**src/rtl/core/blr_pkg.sv**
```systemverilog
package blr_pkg;

  localparam int COORD_W       = 6;
  localparam int ERR_W         = COORD_W + 3;
  localparam int GRID_SIDE_DEF = 64;
  localparam int QUEUE_DEPTH   = 2;

  typedef logic [COORD_W-1:0]      coord_t;
  typedef logic signed [ERR_W-1:0] err_t;

  // one classified segment, ready for the stepper
  typedef struct packed {
    logic   x_major;
    coord_t maj;
    coord_t maj_end;
    coord_t mnr;
    logic   step_neg;
    err_t   err;
    err_t   inc_flat;
    err_t   inc_step;
  } seg_t;

endpackage

```
**src/rtl/core/bresenham_line_rasterizer.sv**
```systemverilog
// bresenham line rasterizer
// input channel: a segment (start_x, start_y, end_x, end_y) transfers at a
//   rising edge where start is high and busy is low
// output channel: one tile per cycle on tile_x / tile_y, marked by tile_valid;
//   last_tile is high on the final tile of a segment
// coordinates above GRID_SIDE-1 are saturated, so a segment gives
//   between 1 and GRID_SIDE tiles
// with the stepper idle, a transferred segment is written into the queue and then
//   loaded into the stepper registers, whose outputs carry its first tile
// throughput: a segment of major length n gives n+1 tiles from the stepper,
//   one tile per cycle; the stepper is the only loop and sets the rate
// a small queue sits between classification and stepping, so new segments
//   are taken while one is still being walked; busy is high when it is full
// segments queued behind each other follow with no idle cycle between them
// reset: queue is emptied and the stepper goes idle; no tile is emitted
// the receiver cannot stall: each tile is valid for exactly one cycle
module bresenham_line_rasterizer
  import blr_pkg::*;
#(
  parameter int GRID_SIDE = GRID_SIDE_DEF
) (
  input  logic   clk,
  input  logic   rst,
  input  logic   start,
  output logic   busy,
  input  coord_t start_x,
  input  coord_t start_y,
  input  coord_t end_x,
  input  coord_t end_y,
  output logic   tile_valid,
  output coord_t tile_x,
  output coord_t tile_y,
  output logic   last_tile
);

  seg_t new_seg;   // classified segment from the front end
  seg_t head_seg;  // oldest queued segment
  logic push, pop, full, empty;

  // the block is busy only while the queue has no room
  assign busy = full;
  assign push = start && !busy;

  // clamp, pick major axis, order endpoints, set up error terms
  blr_front #(
    .GRID_SIDE(GRID_SIDE)
  ) u_front (
    .start_x(start_x),
    .start_y(start_y),
    .end_x  (end_x),
    .end_y  (end_y),
    .seg    (new_seg)
  );

  // decouples input transfers from the stepper
  blr_queue u_queue (
    .clk     (clk),
    .rst     (rst),
    .push    (push),
    .push_seg(new_seg),
    .pop     (pop),
    .head    (head_seg),
    .full    (full),
    .empty   (empty)
  );

  // walks the major axis one tile per cycle
  blr_back u_back (
    .clk       (clk),
    .rst       (rst),
    .empty     (empty),
    .head      (head_seg),
    .pop       (pop),
    .tile_valid(tile_valid),
    .tile_x    (tile_x),
    .tile_y    (tile_y),
    .last_tile (last_tile)
  );

endmodule

```
**src/rtl/core/blr_front.sv**
```systemverilog
module blr_front
  import blr_pkg::*;
#(
  parameter int GRID_SIDE = GRID_SIDE_DEF
) (
  input  coord_t start_x,
  input  coord_t start_y,
  input  coord_t end_x,
  input  coord_t end_y,
  output seg_t   seg
);

  localparam coord_t MAX_C = COORD_W'(GRID_SIDE - 1);

  coord_t ax, ay, bx, by;
  coord_t adx, ady, dmaj, dmin;
  coord_t maj0, maj1, min0, min1;
  logic   x_major;
  err_t   dmin2, dmaj_e;

  always_comb begin
    ax = (start_x > MAX_C) ? MAX_C : start_x;
    ay = (start_y > MAX_C) ? MAX_C : start_y;
    bx = (end_x > MAX_C) ? MAX_C : end_x;
    by = (end_y > MAX_C) ? MAX_C : end_y;

    adx = (bx >= ax) ? bx - ax : ax - bx;
    ady = (by >= ay) ? by - ay : ay - by;
    x_major = ady < adx;

    // order endpoints so the major coordinate rises
    if (x_major) begin
      if (ax < bx) begin
        maj0 = ax; maj1 = bx; min0 = ay; min1 = by;
      end else begin
        maj0 = bx; maj1 = ax; min0 = by; min1 = ay;
      end
      dmaj = adx;
      dmin = ady;
    end else begin
      if (ay < by) begin
        maj0 = ay; maj1 = by; min0 = ax; min1 = bx;
      end else begin
        maj0 = by; maj1 = ay; min0 = bx; min1 = ax;
      end
      dmaj = ady;
      dmin = adx;
    end

    dmin2  = signed'({2'b00, dmin, 1'b0});
    dmaj_e = signed'({3'b000, dmaj});

    seg.x_major  = x_major;
    seg.maj      = maj0;
    seg.maj_end  = maj1;
    seg.mnr      = min0;
    seg.step_neg = min1 < min0;
    seg.err      = dmin2 - dmaj_e;
    seg.inc_flat = dmin2;
    seg.inc_step = dmin2 - (dmaj_e <<< 1);
  end

endmodule

```
**src/rtl/core/blr_queue.sv**
```systemverilog
module blr_queue
  import blr_pkg::*;
(
  input  logic clk,
  input  logic rst,
  input  logic push,
  input  seg_t push_seg,
  input  logic pop,
  output seg_t head,
  output logic full,
  output logic empty
);

  localparam int PTR_W = (QUEUE_DEPTH > 1) ? $clog2(QUEUE_DEPTH) : 1;
  localparam int CNT_W = $clog2(QUEUE_DEPTH + 1);

  seg_t             entries [QUEUE_DEPTH];
  logic [PTR_W-1:0] wr_ptr, rd_ptr;
  logic [CNT_W-1:0] count;

  assign full  = count == CNT_W'(QUEUE_DEPTH);
  assign empty = count == '0;
  assign head  = entries[rd_ptr];

  always_ff @(posedge clk) begin
    if (push) begin
      entries[wr_ptr] <= push_seg;
    end
  end

  always_ff @(posedge clk) begin
    if (rst) begin
      wr_ptr <= '0;
      rd_ptr <= '0;
      count  <= '0;
    end else begin
      if (push) begin
        wr_ptr <= (wr_ptr == PTR_W'(QUEUE_DEPTH - 1)) ? '0 : wr_ptr + 1'b1;
      end
      if (pop) begin
        rd_ptr <= (rd_ptr == PTR_W'(QUEUE_DEPTH - 1)) ? '0 : rd_ptr + 1'b1;
      end
      if (push && !pop) begin
        count <= count + 1'b1;
      end else if (pop && !push) begin
        count <= count - 1'b1;
      end
    end
  end

`ifndef NO_ASSERTIONS
  a_no_push_full: assert property (@(posedge clk) disable iff (rst) push |-> !full)
    else $error("push into full queue");
  a_no_pop_empty: assert property (@(posedge clk) disable iff (rst) pop |-> !empty)
    else $error("pop from empty queue");
  a_count_range: assert property (@(posedge clk) disable iff (rst)
    count <= CNT_W'(QUEUE_DEPTH))
    else $error("queue count out of range");
`endif

endmodule

```
**src/rtl/core/blr_back.sv**
```systemverilog
module blr_back
  import blr_pkg::*;
(
  input  logic   clk,
  input  logic   rst,
  input  logic   empty,
  input  seg_t   head,
  output logic   pop,
  output logic   tile_valid,
  output coord_t tile_x,
  output coord_t tile_y,
  output logic   last_tile
);

  logic   active;
  logic   x_major;
  coord_t maj, maj_end, mnr;
  logic   step_neg;
  err_t   err, inc_flat, inc_step;
  logic   is_last, err_pos;

  assign is_last = maj == maj_end;
  assign err_pos = !err[ERR_W-1] && (err != '0);

  // load a new segment when idle or right after the final tile
  assign pop = !empty && (!active || is_last);

  assign tile_valid = active;
  assign tile_x     = x_major ? maj : mnr;
  assign tile_y     = x_major ? mnr : maj;
  assign last_tile  = is_last;

  always_ff @(posedge clk) begin
    if (rst) begin
      active <= 1'b0;
    end else if (pop) begin
      active <= 1'b1;
    end else if (is_last) begin
      active <= 1'b0;
    end
  end

  always_ff @(posedge clk) begin
    if (pop) begin
      x_major  <= head.x_major;
      maj      <= head.maj;
      maj_end  <= head.maj_end;
      mnr      <= head.mnr;
      step_neg <= head.step_neg;
      err      <= head.err;
      inc_flat <= head.inc_flat;
      inc_step <= head.inc_step;
    end else if (active && !is_last) begin
      maj <= maj + 1'b1;
      if (err_pos) begin
        mnr <= step_neg ? mnr - 1'b1 : mnr + 1'b1;
        err <= err + inc_step;
      end else begin
        err <= err + inc_flat;
      end
    end
  end

`ifndef NO_ASSERTIONS
  a_run_continues: assert property (@(posedge clk) disable iff (rst)
    active && !is_last |=> active)
    else $error("segment dropped before its final tile");
  a_major_rises: assert property (@(posedge clk) disable iff (rst)
    active && !is_last |=> maj == $past(maj) + 1'b1)
    else $error("major coordinate did not advance");
  a_idle_loads: assert property (@(posedge clk) disable iff (rst)
    !active && !empty |=> active)
    else $error("queued segment not started");
`endif

endmodule
```
**config.mk**
```make
export PLATFORM = sky130hd
export DESIGN_NAME = bresenham_line_rasterizer
export DESIGN_NICKNAME = d
export VERILOG_FILES = /design/src/rtl/core/blr_pkg.sv /design/src/rtl/core/bresenham_line_rasterizer.sv /design/src/rtl/core/blr_front.sv /design/src/rtl/core/blr_queue.sv /design/src/rtl/core/blr_back.sv
export SDC_FILE = /design/constraint.sdc
export NUM_CORES = 1
export LEC_CHECK = 0
export ABC_CLOCK_PERIOD_IN_PS = 11900
export BUFFER_PORTS_ARGS = -buffer_cell sky130_fd_sc_hd__buf_2
export CORE_UTILIZATION = 62
export CTS_BUF_LIST = sky130_fd_sc_hd__clkbuf_4 sky130_fd_sc_hd__clkbuf_8
export DETAILED_ROUTE_END_ITERATION = 16
export PLACE_DENSITY = 0.78
export SLEW_MARGIN = 20
export SYNTH_ARGS = -nofsm -noshare
export SYNTH_HDL_FRONTEND = slang
export SYNTH_SLANG_ARGS = --single-unit
```
**constraint.sdc**
```tcl
create_clock -name clk -period 11.9 [get_ports clk]
set_clock_uncertainty 0.15 [all_clocks]
set_input_delay 1.785 -clock clk [delete_from_list [all_inputs] [get_ports clk]]
set_output_delay 1.785 -clock clk [all_outputs]
set_load 0.005 [all_outputs]
```
==> out/results.tsv, run 1 <==
metric	value	unit
syn-mean-instance-area	10.9	sq um
fp.coreArea	12800	sq um
syn_area	8210	sq um
synth_warnings	0	
synth_flop_cell	edfxtp_1	
vdd_drop_max	0.102	mV
met1_usage	34.1	%
layout_min_cycle_time	7360	ps
yosysUniqueCellTypes	70	
grt-busiest-layer	met2	
diodes	0	
use_met2	42.9	%
grtUsageTotal	26.0	%
power_density	292	nW/um^2
syn2layout_area_growth	8.24	%
final_cell_mix	edfxtp_1, nor2_1, inv_1, mux2i_1, nand2_1	
fin_crit_sh	61.9	%
run_status	finished, final reports clean	
utilization	69.6	%
h-tree-depth	4	
dieWidth	117	um
vias	5552	
ys_ff_latch	130	
grt_first_pass_wirelength	26200	um
synth-edff-count	124	
port_buffers	41	
initial_utilization	64.3	%
clock_path_buffers	2	
grt_pass1_vias	5259	
die_area	13700	sq um
cp_max_fo	45	
grt_max_degree	48	
drv_slew	0	
ctsResizeCount	0	
gp_congestion	0.966	
slew_headroom	32.0	%
final_common_cell	edfxtp_1	
grt_overflow	0	
crit_arrival	7350	ps
fillerInstances	904	
cap_violations	0	
syn-num-nets	835	
clk-insertion-delay-late	430	ps
setup_tns	0	ps
hpwl	12600	um
hold_viol	0	
p_total	2600	uW
worstMarginPinSlew	1020	ps
holdBufCountCts	0	
hp-class	register to register	
p_leak	0.00363	uW
ios	42	
start_kind	input port	
route.detailed.drc	0	
num_rows	41	
via_per_inst	5.80	
async_flop_share	0	%
setup_violations	0	
ant_nets	0	
drive_above_1_share	18.1	%
critPathCaptureType	register	
cts_buffers	17	
cts_root_buffer	clkbuf_8	
drt_wl_total	16800	um
fp.dieH	117	um
cts_setup_buffers	0	
grt_antenna_before_repair	0	
fin_nets	854	
drt_iter0_markers	434	
cts_sinks	130	
rsz0062_at_grt	false	
required	11890	ps
ys_seq_area_share	46.8	%
critPathKind	input port to register	
cts_tree	yes	
clk_pin_slew_worst_paths	70	ps
syn_inst	754	
firstDrtPassIters	5	
fmax	0.136	GHz
grtUsageMet3	5.10	%
drt-wirelength-per-cell	17.5	um
## stage by stage
| step | cells | setup slack, ps | hold WS [ps] | instance area, sq um |
|---|---|---|---|---|
| CTS | 958 | 4560 | 362 | 8890 |
| detailed placement | 926 | 4090 | 341 | 8480 |
| global placement | 926 | 4310 | 336 | 8480 |
| global route | 958 | 4070 | 410 | 8890 |
| finish | 958 | 4540 | 355 | 8890 |
| floorplan | 754 | 4970 | 322 | 8210 |
## where the power goes
group	switching, uW	internal, uW	total [uW]
logic	727	536	1260
clock network	167	211	378
registers	107	848	954
## worst paths after layout
kind,startpoint,to,slack [ps],depth (start not counted)
worst max-delay path,end_y[0],u_queue.entries[0][21],4540,24
worst min-delay path,u_queue.rd_ptr,u_queue.rd_ptr,360,2
worst max register to register,u_back.err[2],u_back.err[7],8310,13
worst min register to register,u_queue.rd_ptr,u_queue.rd_ptr,360,2
## final cells by class
cell class | instances | area (sq um) | area share, %
inverter | 55 | 206 | 2.32
clock inverter | 13 | 163 | 1.83
sequential | 130 | 3850 | 43.3
tap | 172 | 215 | 2.42
timing repair buffer | 47 | 250 | 2.81
clock buffer | 19 | 249 | 2.80
multi-input combinational | 522 | 3960 | 44.5
## kinds of logic after synthesis
| family | after synthesis | synth area share (%) |
|---|---|---|
| AOI/OAI and AO/OA | 162 | 12.3 |
| xor gates and xnor gates | 44 | 5.15 |
| adders and majority gates | 56 | 8.93 |
| buffers and inverters | 102 | 5.15 |
| DFF | 130 | 46.8 |
| muxes | 94 | 12.2 |
| and+or+nand+nor | 166 | 9.43 |
## sequential cells by signal (all words and copies together), names as in the netlist, 2 cells and up, named ones only
name / cells
u_back.err: 9
u_back.inc_flat: 6
u_back.inc_step: 7
u_back.maj: 6
u_back.maj_end: 6
u_back.mnr: 6
u_queue.count: 2
u_queue.entries: 82
## cell usage after synthesis (all sizes together) (2+ instances only)
master,n,area share (%)
o21bai,8,0.73
nand3,6,0.37
edfxtp,124,45
inv,55,2.5
or3,3,0.29
a31oi,5,0.56
nor3,5,0.30
nor2,57,2.6
nor4,3,0.23
fa,5,1.2
and3b,2,0.21
xor2,20,2.4
buf,7,0.49
nand2b,3,0.23
or2,7,0.53
o211a,2,0.24
a221oi,2,0.29
o21a,4,0.37
xnor2,24,2.8
ha,49,7.5
and3,4,0.30
maj3,2,0.24
a21oi,50,3.0
and2,6,0.47
nand2,51,2.3
a21o,11,1.0
o21ai,51,3.1
nor2b,14,1.1
a211oi,9,0.82
a22o,2,0.23
dfxtp,6,1.5
mux2,39,5.3
o31ai,2,0.18
mux2i,55,6.9
clkbuf,39,2.0
o22ai,2,0.15
## critical path, cell delays in order
cell     delay [ps]
buf_2           110
inv_1            80
ha_1            220
fa_1            430
a21bo_2         250
nand3_1         100
a211o_2         380
a31oi_1         260
xnor2_1         270
inv_1            90
ha_1            370
or3_1           350
o21ai_0          80
a21oi_1          60
buf_4           210
inv_1           280
buf_4           420
o21ai_0         240
fa_1            480
a21o_1          180
a21oi_1         270
o21ai_0         110
a31oi_1         210
xor2_1          100
## per-layer routing
| metal | routed length [um] | up-vias |
|---|---|---|
| li1 | - | 2731 |
| met1 | 7720 | 2621 |
| met2 | 7980 | 173 |
| met3 | 783 | 27 |
| met4 | 326 | 0 |
| met5 | 0 | - |
No activity file was read; power rests on OpenSTA's default activity.
==> run 2: changes to the inputs <==
--- a/config.mk
+++ b/config.mk
@@ -5,7 +5,7 @@
 export SDC_FILE = /design/constraint.sdc
 export NUM_CORES = 1
 export LEC_CHECK = 0
-export ABC_CLOCK_PERIOD_IN_PS = 11900
+export ABC_CLOCK_PERIOD_IN_PS = 7400
 export BUFFER_PORTS_ARGS = -buffer_cell sky130_fd_sc_hd__buf_2
 export CORE_UTILIZATION = 62
 export CTS_BUF_LIST = sky130_fd_sc_hd__clkbuf_4 sky130_fd_sc_hd__clkbuf_8
==> constraint.sdc (replaced) <==
create_clock -name clk -period 7.4 [get_ports clk]
set_clock_uncertainty 0.15 [all_clocks]
set_input_delay 1.11 -clock clk [delete_from_list [all_inputs] [get_ports clk]]
set_output_delay 1.11 -clock clk [all_outputs]
set_load 0.005 [all_outputs]
==> out/results.tsv, run 2 (same netlist as run 1, synthesis figures left out) <==
metric	value	unit	change
run_status	finished, final reports clean		unchanged
clk-insertion-delay-late	420	ps	was 430 ps
drive_above_1_share	17.8	%	was 18.1%
cts_root_buffer	clkbuf_8		unchanged
via_per_inst	5.89		was 5.80
p_leak	0.00362	uW	was 0.00363 uW
largest_reg_flops	82		unchanged
cts_setup_buffers	0		unchanged
drv_slew	0		unchanged
fin_ws	1170	ps	was 4540 ps
h-tree-depth	4		unchanged
crit_buf_inv	4		was 6
holdBufCountCts	0		unchanged
layout_min_cycle_time	6230	ps	
cap_violations	0		unchanged
port_buffers	41		unchanged
grt_max_degree	48		unchanged
gp_congestion	0.978		was 0.966
required	7380	ps	was 11890 ps
critPathCaptureType	register		unchanged
grt_overflow	0		unchanged
grt_pass1_vias	5482		was 5259
reg_top3	u_queue.entries (82), u_back.err (9), u_back.inc_step (7)		unchanged
fin_nets	853		was 854
syn2layout_area_growth	7.95	%	was 8.24%
fin_crit_sh	84.2	%	
setup_violations	0		unchanged
hpwl	12400	um	was 12600 um
cpPeakStageDelay	490	ps	was 480 ps
setup_tns	0	ps	unchanged
worstPathCellList	buf_2 -> inv_1 -> ha_1 -> fa_1 -> a21bo_2 -> nand3_1 -> a211o_2 -> a31oi_1 -> xnor2_1 -> inv_1 -> ha_1 -> or3_1 -> o21ai_0 -> a21oi_1 -> inv_1 -> o21ai_0 -> fa_1 -> a21o_1 -> a21oi_1 -> o21ai_0 -> a31oi_1 -> xor2_1		was buf_2 -> inv_1 -> ha_1 -> fa_1 -> a21bo_2 -> nand3_1 -> a211o_2 -> a31oi_1 -> xnor2_1 -> inv_1 -> ha_1 -> or3_1 -> o21ai_0 -> a21oi_1 -> buf_4 -> inv_1 -> buf_4 -> o21ai_0 -> fa_1 -> a21o_1 -> a21oi_1 -> o21ai_0 -> a31oi_1 -> xor2_1
drt_iter0_markers	428		was 434
hold_viol	0		unchanged
final_common_cell	edfxtp_1		unchanged
vias	5639		was 5552
worstMarginPinSlew	994	ps	was 1020 ps
die_area	13700	sq um	unchanged
grt_antenna_before_repair	0		unchanged
clk_pin_slew_worst_paths	80	ps	was 70 ps
regArea	3850	sq um	unchanged
initial_utilization	64.3	%	unchanged
cp_max_fo	19		was 45
clock_path_buffers	2		unchanged
cts_sinks	130		unchanged
route.detailed.drc	0		unchanged
firstDrtPassIters	5		unchanged
rsz0062_at_grt	false		unchanged
power_density	467	nW/um^2	was 292 nW/um^2
num_rows	41		unchanged
ios	42		unchanged
fp.dieH	117	um	unchanged
start_kind	input port		unchanged
hp-class	register to register		unchanged
critPathKind	input port to register		unchanged
final_cell_mix	edfxtp_1, nor2_1, inv_1, mux2i_1, nand2_1		unchanged
cts_tree	yes		unchanged
diodes	0		unchanged
crit_family	compound AO/OA/AOI/OAI gates		unchanged
crit_arrival	6210	ps	was 7350 ps
ctsResizeCount	0		unchanged
grtUsageTotal	26.0	%	about the same
fp.coreArea	12800	sq um	unchanged
fmax	0.160	GHz	
ant_nets	0		unchanged
multiInputGateArea	3960	sq um	about the same
rrSetupSlack	3780	ps	was 8310 ps
slew_headroom	33.7	%	was 32.0%
vdd_drop_max	0.183	mV	was 0.102 mV
fillerInstances	931		was 904
drt-wirelength-per-cell	17.6	um	was 17.5 um
grt_first_pass_wirelength	26800	um	was 26200 um
largest_register	u_queue.entries		unchanged
cts_buffers	17		unchanged
slowest_stage	fa_1		unchanged
preCtsSetupSlack	774	ps	was 4090 ps
drt_wl_total	16900	um	was 16800 um
dieWidth	117	um	unchanged
## run 2: final timing paths
kind         depth (start not counted)                endpoint            from
max                                 22  u_queue.entries[0][21]        end_y[0]
min                                  2          u_queue.rd_ptr  u_queue.rd_ptr
max reg2reg                         12           u_back.err[8]   u_back.err[2]
min reg2reg                          2          u_queue.rd_ptr  u_queue.rd_ptr
## run 2: layout make-up
type / count / share of cell area, %
Inverter: 55 / 2.33
Timing Repair Buffer: 46 / 2.96
Clock inverter: 15 / 1.58
Tap cell: 172 / 2.43
Clock buffer: 17 / 2.64
Sequential cell: 130 / 43.4
Multi-Input combinational cell: 522 / 44.7
## run 2: metrics by stage
stage	power [uW]	cell area [sq um]	hold slack (ps)	utilization (%)	std cells
3_3_place_gp	3430	8460	336	66.2	924
4_1_cts	4140	8860	374	69.4	957
5_1_grt	4440	8870	397	69.4	957
2_1_floorplan	3040	8210	322	-	754
3_5_place_dp	3540	8490	353	66.5	925
6_report	4140	8870	368	69.4	957
## run 2: routing by layer
layer	global-route usage, %	routed length, um
met3	3.76	677
met4	8.78	270
met2	43.4	8020
met1	35.1	7920
met5	0	0
## run 2: power by group
| part | total (uW) | internal [uW] | switching (uW) | leakage [uW] |
|---|---|---|---|---|
| clock | 562 | 295 | 267 | 0.000183 |
| sequential | 1540 | 1360 | 179 | 0.00122 |
| combinational | 2040 | 868 | 1170 | 0.00222 |
| total | 4140 | 2530 | 1610 | 0.00362 |
## run 2: worst reg2reg max path, delay by kind of cell, from the launching register on
family,cells,cell delay (ps)
AO/OA/AOI/OAI,7,1700
XOR/XNOR,1,150
adder cells (fa/ha/maj),1,300
flip-flops,1,430
multiplexers,2,550
AND/OR/NAND/NOR,1,90
==> run 3: changes to the inputs <==
--- a/config.mk
+++ b/config.mk
@@ -5,12 +5,12 @@
 export SDC_FILE = /design/constraint.sdc
 export NUM_CORES = 1
 export LEC_CHECK = 0
-export ABC_CLOCK_PERIOD_IN_PS = 7400
+export ABC_CLOCK_PERIOD_IN_PS = 5100
 export BUFFER_PORTS_ARGS = -buffer_cell sky130_fd_sc_hd__buf_2
-export CORE_UTILIZATION = 62
+export CORE_UTILIZATION = 58
 export CTS_BUF_LIST = sky130_fd_sc_hd__clkbuf_4 sky130_fd_sc_hd__clkbuf_8
 export DETAILED_ROUTE_END_ITERATION = 16
-export PLACE_DENSITY = 0.78
+export PLACE_DENSITY = 0.76
 export SLEW_MARGIN = 20
 export SYNTH_ARGS = -nofsm -noshare
 export SYNTH_HDL_FRONTEND = slang
==> constraint.sdc (replaced) <==
create_clock -name clk -period 5.1 [get_ports clk]
set_clock_uncertainty 0.15 [all_clocks]
set_input_delay 0.765 -clock clk [delete_from_list [all_inputs] [get_ports clk]]
set_output_delay 0.765 -clock clk [all_outputs]
set_load 0.005 [all_outputs]
==> out/results.tsv, run 3 (same netlist as run 1, synthesis figures left out) <==
metric	value	unit	change
run_status	finished, final reports clean		unchanged
ios	42		unchanged
grt_max_degree	48		unchanged
drt_iter0_markers	389		was 428
p_leak	0.00407	uW	was 0.00362 uW
timing.rr.end	u_back.err[8]		unchanged
hold_ws	367	ps	was 368 ps
slowest_stage	fa_2		was fa_1
critPathKind	input port to register		unchanged
cap_violations	0		unchanged
cpPeakStageDelay	360	ps	was 490 ps
worstSetupPathDepth	23		was 22
required	5100	ps	was 7380 ps
grt_antenna_before_repair	0		unchanged
diodes	0		unchanged
largest_register	u_queue.entries		unchanged
fin_crit_sh	97.8	%	
initial_utilization	59.4	%	was 64.3%
p_total	6500	uW	was 4140 uW
cts_buffers	17		unchanged
crit_arrival	4990	ps	was 6210 ps
rsz0062_at_grt	true		was false
syn2layout_area_growth	18.6	%	was 7.95%
setup_violations	0		unchanged
drive_above_1_share	29.3	%	was 17.8%
worst_r2r_startpoint	u_back.err[2]		unchanged
cp_max_fo	11		was 19
clk_pin_slew_worst_paths	80	ps	about the same
clk-insertion-delay-late	430	ps	was 420 ps
drv_slew	0		unchanged
critPathCaptureType	register		unchanged
fin_ws	114	ps	was 1170 ps
cts_root_buffer	clkbuf_8		unchanged
power_density	667	nW/um^2	was 467 nW/um^2
grtUsageTotal	25.5	%	was 26.0%
worstPathCellList	buf_2 -> inv_1 -> ha_2 -> fa_2 -> a21bo_4 -> a31oi_2 -> a211oi_2 -> mux2_4 -> xor2_1 -> ha_2 -> or3_1 -> o21ai_1 -> a21oi_2 -> buf_4 -> buf_4 -> a21o_2 -> o21ai_4 -> ha_4 -> a21o_1 -> a21oi_2 -> nand2_1 -> a31oi_1 -> xor2_1		was buf_2 -> inv_1 -> ha_1 -> fa_1 -> a21bo_2 -> nand3_1 -> a211o_2 -> a31oi_1 -> xnor2_1 -> inv_1 -> ha_1 -> or3_1 -> o21ai_0 -> a21oi_1 -> inv_1 -> o21ai_0 -> fa_1 -> a21o_1 -> a21oi_1 -> o21ai_0 -> a31oi_1 -> xor2_1
port_buffers	41		unchanged
use_met2	43.9	%	was 43.4%
cts_sinks	130		unchanged
rrSetupSlack	1480	ps	was 3780 ps
crit_buf_inv	4		unchanged
vdd_drop_max	0.278	mV	was 0.183 mV
h-tree-depth	4		unchanged
hp-class	register to register		unchanged
largest_reg_flops	82		unchanged
grt_pass1_vias	5917		was 5482
grtUsageMet3	4.32	%	was 3.76%
via_per_inst	5.60		was 5.89
crit_path_end	u_queue.entries[1][21]		was u_queue.entries[0][21]
fp.dieH	121	um	was 117 um
layout_min_cycle_time	4990	ps	
final_common_cell	edfxtp_1		unchanged
final_cell_mix	edfxtp_1, buf_4, inv_1, nor2_1		was edfxtp_1, nor2_1, inv_1, mux2i_1, nand2_1
route.detailed.drc	0		unchanged
holdPathStages	2		unchanged
clock_path_buffers	2		unchanged
reg2regPathDepth	12		unchanged
drt-wirelength-per-cell	16.8	um	was 17.6 um
vias	5885		was 5639
crit_start	end_y[0]		unchanged
grt_first_pass_wirelength	28500	um	was 26800 um
crit_family	compound AO/OA/AOI/OAI gates		unchanged
dieWidth	121	um	was 117 um
grt_overflow	0		unchanged
hpwl	13600	um	was 12400 um
cts_tree	yes		unchanged
fin_nets	938		was 853
preCtsSetupSlack	-449	ps	was 774 ps
slew_headroom	35.5	%	was 33.7%
hold_viol	0		unchanged
grt-busiest-layer	met2		unchanged
met1_usage	32.1	%	was 35.1%
die_area	14600	sq um	was 13700 sq um
start_kind	input port		unchanged
fmax	0.201	GHz	
ant_nets	0		unchanged
drt_wl_total	17700	um	was 16900 um
worstMarginPinSlew	967	ps	was 994 ps
reg_top3	u_queue.entries (82), u_back.err (9), u_back.inc_step (7)		unchanged
utilization	70.5	%	was 69.4%
num_rows	43		was 41
firstDrtPassIters	9		was 5
fp.coreArea	13800	sq um	was 12800 sq um
gp_congestion	0.912		was 0.978
## run 3: cell count changes in the layout (fill, tap and decap cells not counted), moves of 4 or more
cell	previous run	this run
buf_4	4	87
ha_1	49	43
o21ai_0	49	44
clkinv_4	0	4
mux2i_1	54	50
## run 3: how the worst min path moves through the flow
stage	start	end	slack, ps
after floorplan	u_queue.rd_ptr	register	320
after global placement	u_queue.rd_ptr	register	330
after detailed placement	u_queue.rd_ptr	u_queue.rd_ptr	350
after CTS	u_queue.rd_ptr	u_queue.rd_ptr	370
after global routing	rst	register	390
final	u_queue.rd_ptr	u_queue.rd_ptr	370
## run 3: repair_timing
action / in CTS / in global routing
endpoints found under the setup margin: 0 / 22
buffers inserted: 0 / 3
gates resized for setup: 0 / 17
hold buffers: 0 / 0
## run 3: area by class of cell
class	count	area, sq um
tap	180	225
sequential	130	3850
fill	950	4080
timing repair buffer	131	918
clock inverter	15	159
inverter	55	206
multi-input combinational	522	4150
clock buffer	17	234
## run 3: worst register-to-register path, delay by kind of cell (launching register included)
family,cells,cell delay [ps]
XOR/XNOR,1,150
AND/OR/NAND/NOR,1,80
AO/OA/AOI/OAI,7,1710
flip-flops,1,420
multiplexers,2,560
adder cells (fa/ha/maj),1,280
## run 3: power by group
part	total, uW	internal [uW]	switching (uW)
logic	3430	1600	1830
registers	2230	1980	256
clock network	839	438	401
total	6500	4010	2480
## run 3: layer usage
layer / vias to the layer above / share of wire (%)
li1: 2901 / -
met1: 2800 / 44
met2: 155 / 49
met3: 29 / 4.1
met4: 0 / 2.5
met5: - / 0
## run 3: per-stage QoR
stage	setup TNS, ps	cells	instance area, sq um
after floorplan	-820	754	8370
after global placement	-1960	1014	9240
after detailed placement	-6870	1015	9260
after CTS	0	1047	9650
after global routing	-148	1050	9740
final	0	1050	9740
